--- src/rtl/ira_pkg.sv ---
// Shared types, constants and helper functions of the integer-to-radix-ASCII block.
`timescale 1ns / 1ps

package ira_pkg;

	// Datapath sizing
	localparam int VALUE_BITS  = 64;
	localparam int VALUE_W     = 64;
	localparam int RADIX_W     = 6;
	localparam int CHAR_W      = 8;
	localparam int STORE_DEPTH = VALUE_BITS;
	localparam int ADDR_W      = $clog2(STORE_DEPTH);
	localparam int CNT_W       = $clog2(VALUE_BITS + 1);

	// Character and base constants
	localparam logic [RADIX_W-1:0] RADIX_MIN     = 6'd2;
	localparam logic [RADIX_W-1:0] RADIX_MAX     = 6'd36;
	localparam logic [RADIX_W-1:0] DECIMAL_LIMIT = 6'd10;
	localparam logic [CHAR_W-1:0]  CHAR_ZERO     = 8'h30;
	localparam logic [CHAR_W-1:0]  CHAR_LOWER_A  = 8'h61;

	// Input and result beats
	typedef struct packed {
		logic [VALUE_W-1:0] value;
		logic [RADIX_W-1:0] radix;
	} ira_in_t;

	typedef struct packed {
		logic [CHAR_W-1:0] digit_char;
		logic              last;
	} ira_out_t;

	// Divider command and status
	typedef struct packed {
		logic load;
		logic next;
	} ira_div_cmd_t;

	typedef struct packed {
		logic               done;
		logic               quot_zero;
		logic [RADIX_W-1:0] remainder;
	} ira_div_stat_t;

	// Digit store write port
	typedef struct packed {
		logic               en;
		logic [ADDR_W-1:0]  addr;
		logic [RADIX_W-1:0] data;
	} ira_wr_t;

	// Sequencer states
	typedef enum logic [1:0] {
		ST_IDLE,
		ST_DIV,
		ST_EMIT_RD,
		ST_EMIT_OUT
	} ira_state_t;

	// Saturate the base into 2..36
	function automatic logic [RADIX_W-1:0] clamp_radix(input logic [RADIX_W-1:0] r);
		logic [RADIX_W-1:0] res;
		res = r;
		if (r < RADIX_MIN) begin
			res = RADIX_MIN;
		end else if (r > RADIX_MAX) begin
			res = RADIX_MAX;
		end
		return res;
	endfunction

	// Digit to ASCII: 0..9 -> '0'..'9', 10..35 -> 'a'..'z'
	function automatic logic [CHAR_W-1:0] to_ascii(input logic [RADIX_W-1:0] d);
		logic [CHAR_W-1:0] dx;
		logic [CHAR_W-1:0] res;
		dx = {{(CHAR_W-RADIX_W){1'b0}}, d};
		if (d < DECIMAL_LIMIT) begin
			res = dx + CHAR_ZERO;
		end else begin
			res = dx - {{(CHAR_W-RADIX_W){1'b0}}, DECIMAL_LIMIT} + CHAR_LOWER_A;
		end
		return res;
	endfunction

endpackage

--- src/rtl/ira_divider.sv ---
// Bit-serial restoring divider: one quotient bit per cycle, small remainder.
`timescale 1ns / 1ps

module ira_divider (
	input  logic                            clk,
	input  logic                            arst_n,
	input  ira_pkg::ira_div_cmd_t           cmd,
	input  logic [ira_pkg::VALUE_BITS-1:0]  load_value,
	input  logic [ira_pkg::RADIX_W-1:0]     load_base,
	output ira_pkg::ira_div_stat_t          stat
);

	logic [ira_pkg::VALUE_BITS-1:0] quo_q;
	logic [ira_pkg::RADIX_W-1:0]    rem_q;
	logic [ira_pkg::RADIX_W-1:0]    base_q;
	logic [ira_pkg::CNT_W-1:0]      bit_cnt_q;
	logic                           run_q;
	logic                           done_q;

	logic [ira_pkg::RADIX_W:0]      trial;
	logic [ira_pkg::RADIX_W:0]      diff;
	logic                           ge;
	logic [ira_pkg::RADIX_W-1:0]    rem_n;

	// Trial subtract of the base from the shifted remainder
	always_comb begin
		trial = {rem_q, quo_q[ira_pkg::VALUE_BITS-1]};
		diff  = trial - {1'b0, base_q};
		ge    = (trial >= {1'b0, base_q});
		rem_n = ge ? diff[ira_pkg::RADIX_W-1:0] : trial[ira_pkg::RADIX_W-1:0];
	end

	// Pass control: bit counter and done pulse
	always_ff @(posedge clk or negedge arst_n) begin
		if (!arst_n) begin
			run_q     <= 1'b0;
			done_q    <= 1'b0;
			bit_cnt_q <= '0;
		end else begin
			done_q <= 1'b0;
			if (cmd.load || cmd.next) begin
				run_q     <= 1'b1;
				bit_cnt_q <= ira_pkg::CNT_W'(ira_pkg::VALUE_BITS);
			end else if (run_q) begin
				bit_cnt_q <= bit_cnt_q - ira_pkg::CNT_W'(1);
				if (bit_cnt_q == ira_pkg::CNT_W'(1)) begin
					run_q  <= 1'b0;
					done_q <= 1'b1;
				end
			end
		end
	end

	// Dividend/quotient shift register and remainder
	always_ff @(posedge clk) begin
		if (cmd.load) begin
			quo_q  <= load_value;
			base_q <= load_base;
			rem_q  <= '0;
		end else if (cmd.next) begin
			rem_q <= '0;
		end else if (run_q) begin
			quo_q <= {quo_q[ira_pkg::VALUE_BITS-2:0], ge};
			rem_q <= rem_n;
		end
	end

	assign stat.done      = done_q;
	assign stat.quot_zero = ~|quo_q;
	assign stat.remainder = rem_q;

endmodule

--- src/rtl/ira_digit_store.sv ---
// Digit store: one write port, one registered read port.
`timescale 1ns / 1ps

module ira_digit_store (
	input  logic                         clk,
	input  ira_pkg::ira_wr_t             wr,
	input  logic [ira_pkg::ADDR_W-1:0]   rd_addr,
	output logic [ira_pkg::RADIX_W-1:0]  rd_data
);

	logic [ira_pkg::RADIX_W-1:0] mem_q [ira_pkg::STORE_DEPTH];
	logic [ira_pkg::RADIX_W-1:0] rd_data_q;

	// Write port
	always_ff @(posedge clk) begin
		if (wr.en) begin
			mem_q[wr.addr] <= wr.data;
		end
	end

	// Registered read
	always_ff @(posedge clk) begin
		rd_data_q <= mem_q[rd_addr];
	end

	assign rd_data = rd_data_q;

endmodule

--- src/rtl/integer_to_radix_ascii.sv ---
// Top level: unsigned integer to ASCII digits in a base from 2 to 36.
`timescale 1ns / 1ps

// Usage:
//   Input channel: drive item (value, radix) and raise start; the beat is taken
//   at a clock edge where start is high and busy is low. busy stays high until
//   the last character of that item has been emitted.
//   Result channel: one beat per digit, most significant first, each shown for
//   exactly one cycle with strobe high; result.last marks the final digit. The
//   receiver cannot stall, so every strobed beat must be captured.
//   Radix below 2 is treated as 2, above 36 as 36. A zero value gives one '0'.
// Digit sequence:
//   Each digit takes one pass of the bit-serial divider over VALUE_BITS
//   quotient bits; the done pulse that ends a pass also starts the next pass.
//   Emission reads each character from the digit store in ST_EMIT_RD and
//   shows it in ST_EMIT_OUT. A 64-bit decimal value has up to 20 digits.
// Reset:
//   arst_n low returns the sequencer to idle and clears the digit count; the
//   digit store is not cleared, as every entry is written before it is read.

module integer_to_radix_ascii (
	input  logic             clk,
	input  logic             arst_n,
	input  logic             start,
	output logic             busy,
	input  ira_pkg::ira_in_t item,
	output logic             strobe,
	output ira_pkg::ira_out_t result
);

	ira_pkg::ira_state_t     state_q;
	ira_pkg::ira_state_t     state_n;
	logic [ira_pkg::CNT_W-1:0] digit_count_q;
	logic [ira_pkg::CNT_W-1:0] idx_q;
	logic [ira_pkg::CNT_W-1:0] idx_m1;

	ira_pkg::ira_div_cmd_t   div_cmd;
	ira_pkg::ira_div_stat_t  div_stat;
	ira_pkg::ira_wr_t        wr;
	logic [ira_pkg::ADDR_W-1:0]  rd_addr;
	logic [ira_pkg::RADIX_W-1:0] rd_data;

	ira_divider u_div (
		.clk        (clk),
		.arst_n     (arst_n),
		.cmd        (div_cmd),
		.load_value (item.value[ira_pkg::VALUE_BITS-1:0]),
		.load_base  (ira_pkg::clamp_radix(item.radix)),
		.stat       (div_stat)
	);

	ira_digit_store u_store (
		.clk     (clk),
		.wr      (wr),
		.rd_addr (rd_addr),
		.rd_data (rd_data)
	);

	assign idx_m1 = idx_q - ira_pkg::CNT_W'(1);

	// State register and digit counters
	always_ff @(posedge clk or negedge arst_n) begin
		if (!arst_n) begin
			state_q       <= ira_pkg::ST_IDLE;
			digit_count_q <= '0;
			idx_q         <= '0;
		end else begin
			state_q <= state_n;
			case (state_q)
				ira_pkg::ST_IDLE: begin
					if (start) begin
						digit_count_q <= '0;
					end
				end
				ira_pkg::ST_DIV: begin
					if (div_stat.done) begin
						digit_count_q <= digit_count_q + ira_pkg::CNT_W'(1);
						idx_q         <= digit_count_q + ira_pkg::CNT_W'(1);
					end
				end
				ira_pkg::ST_EMIT_RD: begin
					idx_q <= idx_m1;
				end
				default: begin
				end
			endcase
		end
	end

	// Next state and outputs
	always_comb begin
		state_n            = state_q;
		busy               = 1'b1;
		strobe             = 1'b0;
		div_cmd            = '0;
		wr                 = '0;
		rd_addr            = idx_m1[ira_pkg::ADDR_W-1:0];
		result.digit_char  = ira_pkg::to_ascii(rd_data);
		result.last        = (idx_q == '0);
		case (state_q)
			ira_pkg::ST_IDLE: begin
				busy = 1'b0;
				if (start) begin
					div_cmd.load = 1'b1;
					state_n      = ira_pkg::ST_DIV;
				end
			end
			ira_pkg::ST_DIV: begin
				// store each remainder, least significant digit first
				if (div_stat.done) begin
					wr.en   = 1'b1;
					wr.addr = digit_count_q[ira_pkg::ADDR_W-1:0];
					wr.data = div_stat.remainder;
					if (div_stat.quot_zero) begin
						state_n = ira_pkg::ST_EMIT_RD;
					end else begin
						div_cmd.next = 1'b1;
					end
				end
			end
			ira_pkg::ST_EMIT_RD: begin
				state_n = ira_pkg::ST_EMIT_OUT;
			end
			ira_pkg::ST_EMIT_OUT: begin
				strobe = 1'b1;
				if (idx_q == '0) begin
					state_n = ira_pkg::ST_IDLE;
				end else begin
					state_n = ira_pkg::ST_EMIT_RD;
				end
			end
			default: begin
				state_n = ira_pkg::ST_IDLE;
			end
		endcase
	end

endmodule

--- config.mk ---
export PLATFORM = sky130hd
export DESIGN_NAME = integer_to_radix_ascii
export DESIGN_NICKNAME = d
export VERILOG_FILES = /design/src/rtl/ira_pkg.sv /design/src/rtl/ira_divider.sv /design/src/rtl/ira_digit_store.sv /design/src/rtl/integer_to_radix_ascii.sv
export SDC_FILE = /design/constraint.sdc
export NUM_CORES = 1
export LEC_CHECK = 0
export CORE_ASPECT_RATIO = 0.5
export CORE_MARGIN = 5
export CORE_UTILIZATION = 53
export CTS_CLUSTER_DIAMETER = 40
export CTS_CLUSTER_SIZE = 25
export DETAILED_ROUTE_END_ITERATION = 6
export DONT_BUFFER_PORTS = 1
export GPL_ROUTABILITY_DRIVEN = 0
export GPL_TIMING_DRIVEN = 0
export PLACE_DENSITY = 0.71
export SETUP_SLACK_MARGIN = 0.3
export SLEW_MARGIN = 10
export SYNTH_ARGS = -nofsm -noshare
export SYNTH_HDL_FRONTEND = slang
export SYNTH_SLANG_ARGS = --single-unit
--- constraint.sdc ---
create_clock -name clk -period 2.81 [get_ports clk]
set_input_delay 0.1405 -clock clk [delete_from_list [all_inputs] [get_ports clk]]
set_output_delay 0.1405 -clock clk [all_outputs]
set_load 0.01 [all_outputs]
Yosys cells after proc, flatten, opt, wreduce, memory -nomap -nowiden

Memory sizes are Yosys's and may differ from the RTL's. A register that Yosys moved wholly into a read port is not among the register bits.
Cells that the tools add are included.

Bits in latches: 0
Memories: 1
Logic and storage cells: 78
Bits of input ports: 73
RAM bits: 384
Output and inout port bits: 11
Register bits: 101
ROM bits: 0

Shift operators: 0
Order comparisons: 4
$mul: 0
Reductions and logical operators: 14
Bitwise logic cells: 0
Mux-type cells: 34
$add $sub $neg: 7
Eq/ne operators: 8
Div/mod/pow operators: 0

Memory list:

| name          | words | width | rd ports | clocked after memory_dff | write ports | line                  | RTL |
|---|---|---|---|---|---|---|---|
| u_store.mem_q | 64    | 6     | 1        | 1                        | 1           | ira_digit_store.sv:11 | `logic [ira_pkg::RADIX_W-1:0] mem_q [ira_pkg::STORE_DEPTH];` |

Operators by type and width:

| kind                                                                  | count |
|---|---|
| 64-bit 2-to-1 mux                                                     | 3 |
| 64-bit OR reduction                                                   | 1 |
| 7-bit 2-to-1 mux                                                      | 4 |
| 7-bit one-hot mux with 2 select lines                                 | 2 |
| 13-bit 2-to-1 mux                                                     | 2 |
| 1-bit 2-to-1 mux                                                      | 15 |
| 7-bit by 1-bit subtractor with 7-bit output, second input constant    | 2 |
| 6-bit 2-to-1 mux                                                      | 2 |
| 8-bit by 7-bit adder with 8-bit output, second input constant         | 1 |
| 2-bit 2-to-1 mux                                                      | 4 |
| 8-bit 2-to-1 mux                                                      | 1 |
| 2-bit one-hot mux with 4 select lines                                 | 1 |
| 2-bit nonzero test                                                    | 4 |
| 6-bit by 6-bit adder with 7-bit output, second input constant         | 1 |
| 7-bit by 1-bit adder with 7-bit output, second input constant         | 1 |
| 7-bit by 1-bit equality test with 1-bit output, second input constant | 1 |
| 7-bit by 6-bit >= comparator with 1-bit output                        | 1 |
| 7-bit logical NOT                                                     | 1 |
| 6-bit by 4-bit subtractor with 7-bit output, second input constant    | 1 |
| 6-bit > comparator, second input constant                             | 1 |
| 6-bit by 2-bit < comparator with 1-bit output, second input constant  | 1 |
| 6-bit by 4-bit < comparator with 1-bit output, second input constant  | 1 |
| 3-bit AND reduction                                                   | 2 |
| 6-bit subtractor                                                      | 1 |
| 8 further kinds                                                       | 13 |

Logic depth before layout (Yosys ltp)

Word-level depth: 6
Depth in mapped cells: 12
Mapped depth without buffers: 9

Cells and area by module

Synthesis repeated with hierarchy kept, for this count alone.

Cell total of the unflattened synthesis: 1178
Area, all modules: 20636.0 sq um

Modules (own cells, without submodules):

| module                 | area an instance (sq um) | seq. area each (sq um) | cells an instance | instances |
|---|---|---|---|---|
| ira_digit_store        | 15225.9                  | 11651.2                | 720               | 1 |
| ira_divider            | 4006.3                   | 2447.3                 | 279               | 1 |
| integer_to_radix_ascii | 1403.8                   | 400.4                  | 179               | 1 |

Worst setup path after synthesis

OpenSTA, ideal clock, no wires.

Kind: register -> register
From: register u_div.quo_q[55] (netlist name)
To: register u_div.quo_q[0] (netlist name) (enable)
Path slack: -265 ps
Period minus slack after synthesis: 3075 ps
Setup time: 424 ps
Stages on the path, launching flop included: 6
Data arrival time: 2652 ps
Data required time: 2386 ps
Path buffers: 0
Cells stage by stage: edfxtp_1 nor4_1 nand4_1 nor4_4 o21ai_0 nand2_1

Cells in the longest elaborated chain, start to end: 6

RTL lines:

| what                                                      | line                          | RTL |
|---|---|---|
| from (decl)                                               | ira_divider.sv:13             | `logic [ira_pkg::VALUE_BITS-1:0] quo_q;` |
| from (signal assigned)                                    | ira_divider.sv:57             | `quo_q <= load_value;` |
| from (signal assigned)                                    | ira_divider.sv:63             | `quo_q <= {quo_q[ira_pkg::VALUE_BITS-2:0], ge};` |
| 64-bit OR reduction                                       | ira_divider.sv:69             | `assign stat.quot_zero = ~\|quo_q;` |
| 1-bit 2-to-1 mux                                          | integer_to_radix_ascii.sv:114 | `if (div_stat.quot_zero) begin` |
| 1-bit 2-to-1 mux                                          | integer_to_radix_ascii.sv:110 | `if (div_stat.done) begin` |
| 1-bit 2-to-1 mux                                          | integer_to_radix_ascii.sv:100 | `case (state_q)` |
| 2-bit by 1-bit != test with 1-bit output (no source line) | n/a                           |  |
| 2-bit AND reduction (no source line)                      | n/a                           |  |

No other way between the ends.
A chain may end at the register's enable or synchronous reset.

Worst setup path in the final report

From: register idx_q[0] (netlist name)
To: register u_store.rd_data_q, in the netlist u_store.rd_data[2], read port of u_store.mem_q

Cells in the longest elaborated chain, start to end: 1

RTL lines:

| what                                        | line                         | RTL |
|---|---|---|
| from (decl)                                 | integer_to_radix_ascii.sv:34 | `logic [ira_pkg::CNT_W-1:0] idx_q;` |
| from (signal assigned)                      | integer_to_radix_ascii.sv:78 | `idx_q <= digit_count_q + ira_pkg::CNT_W'(1);` |
| from (signal assigned)                      | integer_to_radix_ascii.sv:82 | `idx_q <= idx_m1;` |
| 7-bit by 1-bit subtractor with 7-bit output | integer_to_radix_ascii.sv:59 | `assign idx_m1 = idx_q - ira_pkg::CNT_W'(1);` |
| to (decl)                                   | ira_digit_store.sv:12        | `logic [ira_pkg::RADIX_W-1:0] rd_data_q;` |

No other way between the ends.

==> results.md <==
- Crit-path cells: buf_12, buf_12, inv_8, ha_4, xor2_4, buf_4, buf_6, buf_12, mux2i_1, a21oi_1, a22oi_1, nand2_1
- Sequential element share of the synthesized area: 0.708
- Crit path from: idx_q[0]$_DFFE_PN0P_
- Met2 Resource Use GR: 0.370
- Final setup skew: approximately 0.013 ns
- Final Hold Slack: 0.0399 ns
- Y dimension of the die: around 150 µm
- Syn nets: 1375
- Initial core utilization: 0.542
- Final Max Slew Viols: 0
- Total vias in the final route: around 12000
- Final Non-Filler Cells: 1986
- Critical R2R Capture: u_store.rd_data[2]$_DFF_P_
- Dpl cells: 1813
- Number of buffers created by CTS: 39
- X dimension of the die: about 290 µm
- Grt met3 use: 0.0485
- Data required time of the worst path: 3.23 ns
- Total power consumption of the routed design: 26.8 mW
- Layout-stage area growth over the synthesis result: 20.9%
- DR pass1 iterations: 6
- Clock-pin slew on the worst setup and hold paths: ~0.08 ns
- Worst hold path class: primary input to async pin
- Cell depth of the worst flop-to-flop path: 12
- Syn Inst Count: 1287
- Worst-path cell with the longest stage delay: sky130_fd_sc_hd__dfrtp_1
- Rel. slew slack: 0.399
- Final setup TNS: 0 ns
- Final hold violations: 0
- Critical path data arrival time: 3.04 ns
- Max stage delay on crit path: 0.42 ns
- Highest-utilization routing layer at the global route stage: met2
- R2R Path Start: idx_q[0]$_DFFE_PN0P_
- Number of global-route vias before repair: approximately 12000
- Count of warnings emitted by yosys: 0
- Leading cell type in the layout, fill and taps excluded: sky130_fd_sc_hd__edfxtp_1
- Post-route worst setup slack: 0.196 ns
- Top-level port count: 84
- Endpoints failing setup: 0
- Number of different library cells in the post-synthesis netlist: 53
- Setup repair after global routing missed its margin: true
- Commonest register cell after synthesis: sky130_fd_sc_hd__edfxtp_1
- Mean area per synthesized cell: 15.9 µm²
- Final clock period utilization by the worst path: 0.930
- Number of core rows: 50
- Violation count after the first detailed-route iteration: approximately 1300
- Crit path top cell by count: sky130_fd_sc_hd__buf_12
- Cell area reported after detailed placement: ~0.021 mm²
- Filler Cells Inserted: ~2400
- Endpoint of the most critical setup path: u_store.rd_data[2]$_DFF_P_
- Leak: between 8 and 9 nW
- Via-per-instance ratio: just over 6
- Number of buffer cells added on primary ports: 0
- Hpwl dp: between 30 and 40 mm
- Num Clock Sinks: 491
- Routed wire length: 48.3 mm
- CP Class: flip-flop to flip-flop
- Max-cap violations: 0
- Syn Std Cell Area: 0.0205 mm²
- WL/cell: around 24 µm
- Fraction of layout cells with a size suffix above 1: 0.261
- Largest voltage drop on the vdd net: between 800 and 900 µV
- Critical path endpoint category: flip-flop
- Number of nets in the finished design: roughly 1500
- Met1 track utilization from global routing: 0.312
- Final critical path time including I/O delays and setup: 2.61 ns
- Commonest cells after routing, fill and taps aside: sky130_fd_sc_hd__edfxtp_1, sky130_fd_sc_hd__nand2_1, sky130_fd_sc_hd__mux4_2, sky130_fd_sc_hd__dlygate4sd3_1, sky130_fd_sc_hd__nor2_4
- Register bit total from synthesis: 491
- Maximum number of pins on one net before global-route repair: 52
- Finished layout cell area: about 0.025 mm²
- Floorplan core area: about 0.038 mm²
- Final Util: 0.655
- CTS tree: built
- Status: finished, final reports clean
- Wire length of the first global-routing pass: about 72 mm
- Htree depth: 2
- Number of enable flip-flop cells after synthesis: 454
- Highest clock rate: approximately 380 MHz
- Combined global-route utilization of all metal layers: 0.223
- Cell at the root of the clock tree: sky130_fd_sc_hd__clkbuf_16
- Startpoint type of the worst setup path: flip-flop
- Worst-case clock buffer depth: 3
- Detail Route Antenna Nets: 0
- Async set or reset register ratio after synthesis: 0.0509
- Total DRC errors in the routed layout: 0
- Pin slew with the least headroom to its limit: about 0.9 ns
- Antenna violations before repair: 0
- Antenna Cells: 0
- Pwr/cell area: 1080 mW/mm²
- Maximum fanout along the worst path: 10
- Area of the die: between 0.04 and 0.05 mm²
- Setup WS pre-CTS: -0.654 ns
- Slack of the worst reg-to-reg path: between 0.15 and 0.2 ns
- Gr ovfl total: 0
- Clock Latency Late Sink: between 0.5 and 0.6 ns
[power breakdown]
part	switching [mW]	internal, mW
Clock	2.68	2.89
Combinational	6.52	5.18
Sequential	0.595	8.96
[cells in the mapped netlist, types with 4 or more instances]
cell type                  instances  area share
sky130_fd_sc_hd__xnor2_1          20      0.0086
sky130_fd_sc_hd__a21o_1            7      0.0026
sky130_fd_sc_hd__or3_1             4      0.0012
sky130_fd_sc_hd__and2_1           11      0.0034
sky130_fd_sc_hd__a211oi_1         31       0.011
sky130_fd_sc_hd__nor4_1           18      0.0055
sky130_fd_sc_hd__xor2_1            6      0.0026
sky130_fd_sc_hd__o21ai_0          16      0.0039
sky130_fd_sc_hd__nor3_1            9      0.0022
sky130_fd_sc_hd__nand4_1           6      0.0018
sky130_fd_sc_hd__nor2_1           97       0.018
sky130_fd_sc_hd__inv_1            20      0.0037
sky130_fd_sc_hd__a21oi_1          35      0.0086
sky130_fd_sc_hd__buf_1             6      0.0011
sky130_fd_sc_hd__dfxtp_1          12       0.012
sky130_fd_sc_hd__nor2b_1          30      0.0092
sky130_fd_sc_hd__clkbuf_1         33      0.0060
sky130_fd_sc_hd__dfrtp_1          25       0.031
sky130_fd_sc_hd__a22oi_1          14      0.0051
sky130_fd_sc_hd__buf_6            10      0.0055
sky130_fd_sc_hd__buf_2            13      0.0032
sky130_fd_sc_hd__mux2i_1          29       0.014
sky130_fd_sc_hd__edfxtp_1        454        0.67
sky130_fd_sc_hd__mux4_2           96        0.11
sky130_fd_sc_hd__nand3_1          14      0.0034
sky130_fd_sc_hd__nand2_1         218       0.040
sky130_fd_sc_hd__ha_1             14      0.0086
[cell type report]
cell class                 count  area (µm²)  share of cell area
clock inverter                27         268              0.0108
multi-input combinational    713        6490               0.262
buffer                        65         614              0.0248
timing repair buffer         106        1140              0.0462
sequential                   491       14500               0.586
inverter                      20        82.6             0.00333
clock buffer                  44        1020              0.0410
tap                          520         651              0.0263
[metal layers]
metal  share of wire  vias to the layer above  wire, µm
li1                -                     5234         -
met1            0.40                     6135     19200
met2            0.49                      575     23800
met3           0.089                       99      4270
met4           0.020                        0       971
met5               0                        -         0
[worst max-delay path: cells and delay by family (launching register included)]
kind | cells | cell delay, ns
flip-flops | 1 | 0.42
XOR/XNOR | 1 | 0.16
AND/OR/NAND/NOR | 1 | 0.12
adder cells (fa/ha/maj) | 1 | 0.16
AO/OA/AOI/OAI | 2 | 0.36
multiplexers | 1 | 0.32
buffers and inverters | 6 | 0.92
[how the worst min path moves through the flow]
stage,from,to,slack [ns]
final,arst_n,idx_q[0]$_DFFE_PN0P_,0.04
after CTS,arst_n,digit_count_q[2]$_DFFE_PN0P_,0.03
after global placement,arst_n,idx_q[0]$_DFFE_PN0P_,-0.15
after detailed placement,arst_n,idx_q[0]$_DFFE_PN0P_,-0.15
after global routing,arst_n,state_q[0]$_DFFE_PN0P_,0.04
after floorplan,arst_n,digit_count_q[0]$_DFFE_PN0P_,-0.16
[registers in the layout, indices dropped and copies added (netlist names)]
register         cells
u_store.mem_q      384
state_q              2
u_div.base_q         6
u_div.rem_q          6
u_div.run_q          1
idx_q                7
u_store.rd_data      6
u_div.bit_cnt_q      7
digit_count_q        7
u_div.done_q         1
u_div.quo_q         64
[logic make-up (layout without fill, tap and decap cells)]
| kind of cell | after synthesis | after routing | share of synthesized area |
|---|---|---|---|
| muxes | 126 | 126 | 0.120 |
| xor gates and xnor gates | 27 | 27 | 0.0119 |
| AOI/OAI and AO/OA | 118 | 118 | 0.0378 |
| and+or+nand+nor | 424 | 426 | 0.0913 |
| buffers and inverters | 85 | 262 | 0.0206 |
| DFF | 491 | 491 | 0.708 |
| adders and majority gates | 16 | 16 | 0.0100 |
[timing repair]
action | CTS | global route
resized for setup | 159 | 139
endpoints found under the setup margin | 450 | 671
endpoints found under the hold margin | 98 | 0
setup buffers | 10 | 14
pin swaps | 13 | 26
cloned | 4 | 0
hold buffers | 74 | 0
No activity file was read; power rests on OpenSTA's default activity.
